--- src/design/rfa_pkg.sv ---
// shared types and constants for the rational fraction alu
package rfa_pkg;
   localparam int OPERAND_BITS_DEFAULT = 16;
   localparam int OUT_BITS = 33;

   typedef enum logic [1:0] {
      OP_ADD = 2'd0,
      OP_SUB = 2'd1,
      OP_MUL = 2'd2,
      OP_DIV = 2'd3
   } op_type;

   // controller to datapath commands
   typedef struct packed {
      logic load;
      logic mul_start;
      logic sum;
      logic gcd_init;
      logic gcd_start;
      logic gcd_swap;
      logic div_start;
      logic div_sel;
      logic quot_num;
      logic quot_den;
   } cmd_type;

   // datapath to controller status
   typedef struct packed {
      logic mul_done;
      logic gcd_zero;
      logic g_zero;
      logic div_done;
   } stat_type;
endpackage

--- src/design/rfa_if.sv ---
// valid/ready channel interfaces for request and response beats
interface rfa_req_if #(parameter int OPERAND_BITS = rfa_pkg::OPERAND_BITS_DEFAULT);
   logic valid;
   logic ready;
   logic [1:0] action;
   logic signed [OPERAND_BITS-1:0] first_num;
   logic signed [OPERAND_BITS-1:0] first_den;
   logic signed [OPERAND_BITS-1:0] second_num;
   logic signed [OPERAND_BITS-1:0] second_den;
   modport source (output valid, action, first_num, first_den, second_num, second_den,
                   input ready);
   modport sink (input valid, action, first_num, first_den, second_num, second_den,
                 output ready);
endinterface

interface rfa_rsp_if;
   logic valid;
   logic ready;
   logic signed [rfa_pkg::OUT_BITS-1:0] result_num;
   logic signed [rfa_pkg::OUT_BITS-1:0] result_den;
   modport source (output valid, result_num, result_den, input ready);
   modport sink (input valid, result_num, result_den, output ready);
endinterface

--- src/design/rfa_datapath.sv ---
// datapath: shift-add multiplier, remainder/quotient divider and result registers
module rfa_datapath #(
   parameter int OPERAND_BITS = rfa_pkg::OPERAND_BITS_DEFAULT
) (
   input  logic clock,
   input  logic reset,
   input  rfa_pkg::cmd_type cmd,
   output rfa_pkg::stat_type stat,
   input  logic [1:0] action,
   input  logic [OPERAND_BITS-1:0] a_in,
   input  logic [OPERAND_BITS-1:0] b_in,
   input  logic [OPERAND_BITS-1:0] c_in,
   input  logic [OPERAND_BITS-1:0] d_in,
   output logic [rfa_pkg::OUT_BITS-1:0] num_out,
   output logic [rfa_pkg::OUT_BITS-1:0] den_out
);
   localparam int W = 64;
   localparam int CW = 7;

   logic [1:0] op_ff;
   logic [W-1:0] a_ff, b_ff, c_ff, d_ff;
   // three products formed in parallel by shift-add, one bit a cycle
   logic [W-1:0] p0_ff, p1_ff, p2_ff;      // num term 1, num term 2, den
   logic [W-1:0] m0_ff, m1_ff, m2_ff;      // shifting multiplicands
   logic [W-1:0] q0_ff, q1_ff, q2_ff;      // shifting multipliers
   logic [CW-1:0] mcnt_ff;
   logic mbusy_ff;
   logic [W-1:0] num_ff, den_ff;
   logic [W-1:0] x_ff, y_ff, g_ff;
   // restoring divider
   logic [W-1:0] dvd_ff, dvs_ff, rem_ff, quo_ff;
   logic [CW-1:0] dcnt_ff;
   logic dbusy_ff, ddone_ff;
   logic [rfa_pkg::OUT_BITS-1:0] rn_ff, rd_ff;

   function automatic logic [W-1:0] sext(input logic [OPERAND_BITS-1:0] v);
      return W'(signed'(v));
   endfunction

   function automatic logic [W-1:0] mag(input logic [W-1:0] v);
      return v[W-1] ? (W'(0) - v) : v;
   endfunction

   logic [W:0] rtrial;
   logic [W-1:0] rshift;
   assign rshift = {rem_ff[W-2:0], dvd_ff[W-1]};
   assign rtrial = {1'b0, rshift} - {1'b0, dvs_ff};

   // multiplicand / multiplier routing per operation
   logic [W-1:0] ma, mb, mc, qa, qb, qc;
   always_comb begin
      ma = a_ff; qa = d_ff;
      mb = c_ff; qb = b_ff;
      mc = b_ff; qc = d_ff;
      if (op_ff == rfa_pkg::OP_MUL) begin
         qa = c_ff;
      end
      if (op_ff == rfa_pkg::OP_DIV) begin
         qc = c_ff;
      end
   end

   always_ff @(posedge clock) begin
      if (reset) begin
         mbusy_ff <= 1'b0;
         dbusy_ff <= 1'b0;
         ddone_ff <= 1'b0;
      end else begin
         ddone_ff <= 1'b0;
         if (cmd.load) begin
            op_ff <= action;
            a_ff <= sext(a_in); b_ff <= sext(b_in);
            c_ff <= sext(c_in); d_ff <= sext(d_in);
         end
         if (cmd.mul_start) begin
            m0_ff <= ma; q0_ff <= qa; m1_ff <= mb; q1_ff <= qb;
            m2_ff <= mc; q2_ff <= qc;
            p0_ff <= '0; p1_ff <= '0; p2_ff <= '0;
            mcnt_ff <= '0;
            mbusy_ff <= 1'b1;
         end else if (mbusy_ff) begin
            if (q0_ff[0]) p0_ff <= p0_ff + m0_ff;
            if (q1_ff[0]) p1_ff <= p1_ff + m1_ff;
            if (q2_ff[0]) p2_ff <= p2_ff + m2_ff;
            m0_ff <= m0_ff << 1; m1_ff <= m1_ff << 1; m2_ff <= m2_ff << 1;
            q0_ff <= q0_ff >> 1; q1_ff <= q1_ff >> 1; q2_ff <= q2_ff >> 1;
            mcnt_ff <= mcnt_ff + 1'b1;
            if (mcnt_ff == CW'(W - 1)) mbusy_ff <= 1'b0;
         end
         // combine products into raw fraction
         if (cmd.sum) begin
            den_ff <= p2_ff;
            if (op_ff == rfa_pkg::OP_ADD) num_ff <= p0_ff + p1_ff;
            else if (op_ff == rfa_pkg::OP_SUB) num_ff <= p0_ff - p1_ff;
            else num_ff <= p0_ff;
         end
         if (cmd.gcd_init) begin
            x_ff <= mag(num_ff);
            y_ff <= mag(den_ff);
         end
         // euclid step: x <= y, y <= x mod y
         if (cmd.gcd_swap) begin
            x_ff <= y_ff;
            y_ff <= rem_ff;
         end
         if (cmd.div_start) begin
            if (cmd.gcd_start) begin
               dvd_ff <= x_ff; dvs_ff <= y_ff;
            end else begin
               dvd_ff <= cmd.div_sel ? mag(den_ff) : mag(num_ff);
               dvs_ff <= g_ff;
            end
            rem_ff <= '0; quo_ff <= '0;
            dcnt_ff <= '0;
            dbusy_ff <= 1'b1;
         end else if (dbusy_ff) begin
            if (!rtrial[W]) begin
               rem_ff <= rtrial[W-1:0];
               quo_ff <= {quo_ff[W-2:0], 1'b1};
            end else begin
               rem_ff <= rshift;
               quo_ff <= {quo_ff[W-2:0], 1'b0};
            end
            dvd_ff <= dvd_ff << 1;
            dcnt_ff <= dcnt_ff + 1'b1;
            if (dcnt_ff == CW'(W - 1)) begin
               dbusy_ff <= 1'b0;
               ddone_ff <= 1'b1;
            end
         end
         // capture gcd when y reaches zero
         if (!cmd.gcd_swap && !cmd.gcd_init && y_ff == '0) g_ff <= x_ff;
         // signed quotients, or pass-through when gcd is zero
         if (cmd.quot_num && cmd.quot_den) begin
            rn_ff <= rfa_pkg::OUT_BITS'(num_ff);
            rd_ff <= rfa_pkg::OUT_BITS'(den_ff);
         end else if (cmd.quot_num) begin
            rn_ff <= rfa_pkg::OUT_BITS'(num_ff[W-1] ? (W'(0) - quo_ff) : quo_ff);
         end else if (cmd.quot_den) begin
            rd_ff <= rfa_pkg::OUT_BITS'(den_ff[W-1] ? (W'(0) - quo_ff) : quo_ff);
         end
      end
   end

   assign stat.mul_done = !mbusy_ff && !cmd.mul_start;
   assign stat.gcd_zero = (y_ff == '0);
   assign stat.g_zero = (x_ff == '0);
   assign stat.div_done = ddone_ff;
   assign num_out = rn_ff;
   assign den_out = rd_ff;
endmodule

--- src/design/rfa_ctrl.sv ---
// controller: sequences multiply, euclid loop, exact divides and response beat
module rfa_ctrl (
   input  logic clock,
   input  logic reset,
   input  logic req_valid,
   output logic req_ready,
   output logic rsp_valid,
   input  logic rsp_ready,
   output rfa_pkg::cmd_type cmd,
   input  rfa_pkg::stat_type stat
);
   typedef enum logic [9:0] {
      S_IDLE  = 10'b0000000001,
      S_MUL   = 10'b0000000010,
      S_SUM   = 10'b0000000100,
      S_GINIT = 10'b0000001000,
      S_GTEST = 10'b0000010000,
      S_GDIV  = 10'b0000100000,
      S_NDIV  = 10'b0001000000,
      S_DDIV  = 10'b0010000000,
      S_SETG  = 10'b0100000000,
      S_OUT   = 10'b1000000000
   } state_type;

   state_type state_ff, state_in;
   logic started_ff, started_in;

   always_comb begin
      state_in = state_ff;
      started_in = 1'b0;
      cmd = '0;
      req_ready = 1'b0;
      rsp_valid = 1'b0;
      case (state_ff)
         S_IDLE: begin
            req_ready = 1'b1;
            if (req_valid) begin
               cmd.load = 1'b1;
               state_in = S_MUL;
               started_in = 1'b1;
            end
         end
         S_MUL: begin
            if (started_ff) cmd.mul_start = 1'b1;
            else if (stat.mul_done) state_in = S_SUM;
         end
         S_SUM: begin
            cmd.sum = 1'b1;
            state_in = S_GINIT;
         end
         S_GINIT: begin
            cmd.gcd_init = 1'b1;
            state_in = S_GTEST;
         end
         S_GTEST: begin
            // y zero: x is the gcd, latched into g this cycle
            if (stat.gcd_zero) begin
               state_in = S_SETG;
            end else begin
               cmd.div_start = 1'b1;
               cmd.gcd_start = 1'b1;
               state_in = S_GDIV;
            end
         end
         S_GDIV: begin
            if (stat.div_done) begin
               cmd.gcd_swap = 1'b1;
               state_in = S_GTEST;
            end
         end
         S_SETG: begin
            if (stat.g_zero) begin
               cmd.quot_num = 1'b1;
               cmd.quot_den = 1'b1;
               state_in = S_OUT;
            end else begin
               cmd.div_start = 1'b1;
               state_in = S_NDIV;
            end
         end
         S_NDIV: begin
            if (stat.div_done) begin
               cmd.quot_num = 1'b1;
               cmd.div_start = 1'b1;
               cmd.div_sel = 1'b1;
               state_in = S_DDIV;
            end
         end
         S_DDIV: begin
            if (stat.div_done) begin
               cmd.quot_den = 1'b1;
               state_in = S_OUT;
            end
         end
         S_OUT: begin
            rsp_valid = 1'b1;
            if (rsp_ready) state_in = S_IDLE;
         end
         default: state_in = S_IDLE;
      endcase
   end

   always_ff @(posedge clock) begin
      if (reset) begin
         state_ff <= S_IDLE;
         started_ff <= 1'b0;
      end else begin
         state_ff <= state_in;
         started_ff <= started_in;
      end
   end

   a_onehot: assert property (@(posedge clock) disable iff (reset) $onehot(state_ff))
      else $error("state not one-hot");
   a_busy: assert property (@(posedge clock) disable iff (reset)
      req_ready |-> !rsp_valid) else $error("ready while result held");
   a_load: assert property (@(posedge clock) disable iff (reset)
      (req_valid && req_ready) |=> (state_ff == S_MUL))
      else $error("accepted beat did not start multiply");
endmodule

--- src/design/rational_fraction_alu_core.sv ---
// Each item runs the multiply, the euclid steps (one divide each) and the two exact
// divides in turn, on the shift-add multiplier and the restoring divider; 0/0 needs no divide.
// One item at a time; the next request beat is taken the cycle after the response beat.
// Synchronous active-high reset returns the controller to idle; no data is cleared.
module rational_fraction_alu_core #(
   parameter int OPERAND_BITS = rfa_pkg::OPERAND_BITS_DEFAULT
) (
   input logic clock,
   input logic reset,
   rfa_req_if.sink req,
   rfa_rsp_if.source rsp
);
   rfa_pkg::cmd_type cmd;
   rfa_pkg::stat_type stat;

   rfa_ctrl u_ctrl (
      .clock(clock), .reset(reset),
      .req_valid(req.valid), .req_ready(req.ready),
      .rsp_valid(rsp.valid), .rsp_ready(rsp.ready),
      .cmd(cmd), .stat(stat)
   );

   rfa_datapath #(.OPERAND_BITS(OPERAND_BITS)) u_dp (
      .clock(clock), .reset(reset), .cmd(cmd), .stat(stat),
      .action(req.action),
      .a_in(req.first_num), .b_in(req.first_den),
      .c_in(req.second_num), .d_in(req.second_den),
      .num_out(rsp.result_num), .den_out(rsp.result_den)
   );
endmodule

--- src/flat_wrapper.sv ---
// flat-port wrapper written by rule: the top's interface ports become plain ports
module rational_fraction_alu_core_flat 
#(
   parameter int OPERAND_BITS = rfa_pkg::OPERAND_BITS_DEFAULT
)
  (clock, reset, req_valid, req_action, req_first_num, req_first_den, req_second_num, req_second_den, req_ready, rsp_valid, rsp_result_num, rsp_result_den, rsp_ready);
  rfa_req_if #(.OPERAND_BITS(OPERAND_BITS)) req_i ();
  rfa_rsp_if rsp_i ();
  input logic clock;
  input logic reset;
  input wire logic [$bits(req_i.valid)-1:0] req_valid;
  input wire logic [$bits(req_i.action)-1:0] req_action;
  input wire logic [$bits(req_i.first_num)-1:0] req_first_num;
  input wire logic [$bits(req_i.first_den)-1:0] req_first_den;
  input wire logic [$bits(req_i.second_num)-1:0] req_second_num;
  input wire logic [$bits(req_i.second_den)-1:0] req_second_den;
  output wire logic [$bits(req_i.ready)-1:0] req_ready;
  output wire logic [$bits(rsp_i.valid)-1:0] rsp_valid;
  output wire logic [$bits(rsp_i.result_num)-1:0] rsp_result_num;
  output wire logic [$bits(rsp_i.result_den)-1:0] rsp_result_den;
  input wire logic [$bits(rsp_i.ready)-1:0] rsp_ready;
  assign req_i.valid = req_valid;
  assign req_i.action = req_action;
  assign req_i.first_num = req_first_num;
  assign req_i.first_den = req_first_den;
  assign req_i.second_num = req_second_num;
  assign req_i.second_den = req_second_den;
  assign req_ready = req_i.ready;
  assign rsp_valid = rsp_i.valid;
  assign rsp_result_num = rsp_i.result_num;
  assign rsp_result_den = rsp_i.result_den;
  assign rsp_i.ready = rsp_ready;
  rational_fraction_alu_core #(.OPERAND_BITS(OPERAND_BITS)) u_core (.clock(clock), .reset(reset), .req(req_i), .rsp(rsp_i));
endmodule
--- config.mk ---
export PLATFORM = sky130hd
export DESIGN_NAME = rational_fraction_alu_core_flat
export DESIGN_NICKNAME = d
export VERILOG_FILES = /design/src/design/rfa_pkg.sv /design/src/design/rfa_if.sv /design/src/design/rfa_datapath.sv /design/src/design/rfa_ctrl.sv /design/src/design/rational_fraction_alu_core.sv /design/src/flat_wrapper.sv
export SDC_FILE = /design/constraint.sdc
export NUM_CORES = 2
export LEC_CHECK = 0
export BUFFER_PORTS_ARGS = -buffer_cell sky130_fd_sc_hd__buf_2
export CORE_MARGIN = 2
export CORE_UTILIZATION = 35
export DETAILED_ROUTE_END_ITERATION = 7
export PLACE_DENSITY_LB_ADDON = 0.15
export SETUP_SLACK_MARGIN = 0.5
export SLEW_MARGIN = 40
export SYNTH_ARGS = -nofsm -noshare
export SYNTH_HDL_FRONTEND = slang
export SYNTH_HIERARCHICAL = 1
export SYNTH_SLANG_ARGS = --single-unit
--- constraint.sdc ---
create_clock -name clock -period 46.6 [get_ports clock]
set_clock_uncertainty 0.2 [all_clocks]
set_input_delay 2.33 -clock clock [delete_from_list [all_inputs] [get_ports clock]]
set_output_delay 2.33 -clock clock [all_outputs]
set_load 0.005 [all_outputs]
==> impl_metrics.csv <==
group,metric,value,unit
outcome,status,"completed",
timing,slew_headroom,33.1,%
clock_tree,cts.path.max_buffers,3,
timing,setup_tns,0,ns
logic_synthesis,synth.top_cell.area_share,49.4,%
grt,grt_pass1_wl,356000,um
timing,tightest_slew,0.993,ns
timing,rsz0062_at_grt,"no",
clock_tree,clk_latency,0.83,ns
setup_path,path_max_fanout,71,
floorplan,die_x,473,um
logic_synthesis,synth-edff-count,1267,
detailed_routing,drt-wirelength-per-cell,22.4,um
clock_tree,cts.sinks,1281,
setup_path,crit_type,"reg2reg",
detailed_routing,viasPerCell,5.42,
pwr,power_per_cell_area,30.0,nW/um^2
pwr,seq_power_share,49.1,%
grt,gr-total-overflow,0,
clock_tree,cts-buffers-inserted,156,
detailed_routing,drc,0,
logic_synthesis,synth_nets,8077,
logic_synthesis,yosys_most_used_dff,"edfxtp_1",
floorplan,die_area,224000,sq um
floorplan,pin_count,138,
placed_design,place_congestion,0.904,
clock_tree,clk_pin_slew_worst_paths,0.06,ns
detailed_routing,drtAntennaViolNets,0,
timing,slew_viol_final,0,
grt,grt_use_total,20.7,%
timing,fmax,171,MHz
pwr,p_sw,562,uW
detailed_routing,first_pass_iters,6,
placed_design,port_buffers,137,
logic_synthesis,synth_area_per_cell,10.1,sq um
clock_tree,postCtsSetupBuffers,0,
logic_synthesis,ys_seq_area_share,49.7,%
floorplan,core_area,219000,sq um
pwr,switching_share,21.8,%
clock_tree,cts-resized-gates,0,
pwr,p_leak,0.0323,uW
floorplan,num_rows,172,
detailed_routing,drt_iter0_drc,4997,
detailed_routing,totalWireLength,237000,um
setup_path,critPathRequiredTime,46.96,ns
clock_tree,hold_buffers,0,
grt,grt_max_degree,153,
logic_synthesis,synth_seq_cells,1281,
finish,postLayoutCellArea,86000,sq um
logic_synthesis,syn_inst,7617,
setup_path,start_kind,"register",
clock_tree,cts_root_buffer,"clkbuf_16",
finish,area_delta_synth_final,11.6,%
hold_path,hp-class,"reg2reg",
logic_synthesis,yosysWarnings,6,
placed_design,place_area,80600,sq um
clock_tree,h-tree-depth,4,
finish,nets,8038,
pwr,internal_power,2020,uW
logic_synthesis,yosys.area.top_type,"edfxtp_1",
floorplan,die_h,473,um
pwr,pwr-share-clk,48.4,%
logic_synthesis,ys_async_sr_fraction,0,%
flow_run,drv_cap,0,
pwr,p_comb_share,2.5,%
logic_synthesis,synthTopCellsByArea,"edfxtp_1 (49%), ha_1 (6.2%), o21ai_0 (4.9%)",
finish,final_layout_size_suffix_gt1_share,9.75,%
timing,hold_viol,0,
grt,grt_pass1_vias,55800,
placed_design,dp_hpwl,175000,um
setup_path,critPathCaptureType,"register",
grt,antenna_found_initial,11,
timing,fin_crit,5.86,ns
clock_tree,cts_tree,"done",
pwr,ir_drop,38.5,uV
timing,finalSetupViolations,0,
detailed_routing,vias,57400,
logic_synthesis,synth.distinct_cells,90,
setup_path,cp_data_arrival_time,6.22,ns
logic_synthesis,netlist_area,77000,sq um
timing,period_share,12.6,%
floorplan,floorplan.initialDensity,35.1,%
[cell usage after synthesis, types with 188 or more instances]
cell	n
xor2_1	188
clkbuf_1	375
xnor2_1	284
nor2_1	589
edfxtp_1	1267
a21o_1	216
a21oi_1	554
mux2_2	217
ha_1	384
inv_1	588
o21ai_0	757
nand2_1	643
[placed cells by master, fill, tap and decap left out, drive strengths merged, types with 31 or more instances in the layout]
cell    Yosys  layout
a211oi     66      66
a21o      216     216
a21oi     554     554
a31oi      45      45
and3       31      31
buf        33     212
clkbuf    376     181
clkinv      8      75
edfxtp   1267    1267
ha        384     384
inv       589     598
mux2      217     217
mux2i      61      61
nand2     643     643
nand2b     59      59
nand3      86      86
nand4     122     122
nor2      590     590
nor2b     119     119
nor3       82      82
nor4       85      85
o211ai     33      33
o21a       69      69
o21ai     764     764
o21bai     95      95
o31ai      69      69
or3        74      74
or4        40      40
xnor2     284     284
xor2      188     188
[critical path, cell delays in order, from the launching register on]
cell and delay (ns):
dfxtp_1 0.41, or4_4 0.57, nor2_1 0.22, nand3_1 0.20, nor2_4 0.11, buf_4 0.49, buf_4 0.54, buf_4 0.59
buf_4 0.61, buf_4 0.63, nor2b_1 0.16, nand3b_1 0.14, o311ai_0 0.14, a311o_1 0.32
[sequential cells by signal, indices dropped and copies added (netlist names), 64 cells and up]
name / cells
u_core/u_dp/g_ff: 64
u_core/u_dp/y_ff: 64
u_core/u_dp/p1_ff: 64
u_core/u_dp/dvd_ff: 64
u_core/u_dp/q1_ff: 64
u_core/u_dp/den_ff: 64
u_core/u_dp/dvs_ff: 64
u_core/u_dp/p0_ff: 64
u_core/u_dp/m0_ff: 64
u_core/u_dp/p2_ff: 64
u_core/u_dp/x_ff: 64
u_core/u_dp/num_ff: 64
u_core/u_dp/q0_ff: 64
u_core/u_dp/q2_ff: 64
u_core/u_dp/m1_ff: 64
u_core/u_dp/m2_ff: 64
u_core/u_dp/rem_ff: 64
[metal layers]
layer  vias to the layer above  GRT usage (%)  share of wire (%)
met3                       291           2.82                4.6
met4                         6           5.94                2.7
met2                      1420           32.3                 45
met5                         -              0              0.013
li1                      27700              -                  -
met1                     28000           29.7                 48
[worst paths after layout]
path | startpoint | end | slack, ns | cells past startpoint
max | u_core/u_ctrl/state_ff[4] | u_core/u_dp/p0_ff[54] | 40.74 | 13
min | u_core/u_dp/p2_ff[27] | u_core/u_dp/den_ff[27] | 0.26 | 0
max reg2reg | u_core/u_ctrl/state_ff[4] | u_core/u_dp/p0_ff[54] | 40.74 | 13
min reg2reg | u_core/u_dp/p2_ff[27] | u_core/u_dp/den_ff[27] | 0.26 | 0
[cell type report]
type | count | area, sq um
fillers | 21700 | 133000
flip-flops and latches | 1281 | 38300
clock inverters | 105 | 1200
diodes | 3 | 7.51
inverters | 597 | 2250
multi-input cells | 5330 | 35100
clock buffers | 181 | 4020
well taps | 2871 | 3590
repair buffers | 212 | 1460
[power groups by stage]
stage               clock [uW]  sequential, uW  combinational [uW]
floorplan                    0            1290                43.7
global placement             0            1290                63.6
detailed placement           0            1290                64.1
CTS                       1280            1270                64.4
global route              1330            1270                71.6
finish                    1250            1270                64.1
[stage by stage]
stage	std cells	setup slack, ns	util (%)	hold slack, ns	power, uW
6_report	10600	40.74	39.2	0.265	2580
5_1_grt	10600	40.24	39.2	0.270	2670
4_1_cts	10600	40.73	39.2	0.263	2620
3_5_place_dp	10300	40.61	36.8	0.252	1360
3_3_place_gp	10300	40.50	36.7	0.246	1360
2_1_floorplan	7617	24.70	-	0.233	1340
[cells by family (layout without fill, tap and decap cells)]
group	count (synthesis)	in the layout	share of synthesized area [%]
compound gates	2151	2151	17.0
simple gates	2039	2039	12.6
flops	1281	1281	49.7
buf+inv	1006	1095	4.93
xor+xnor	472	472	5.37
fa+ha+maj	390	390	6.39
mux	278	278	3.96
other cells	0	3	0
(Power assumes the default switching activity.)
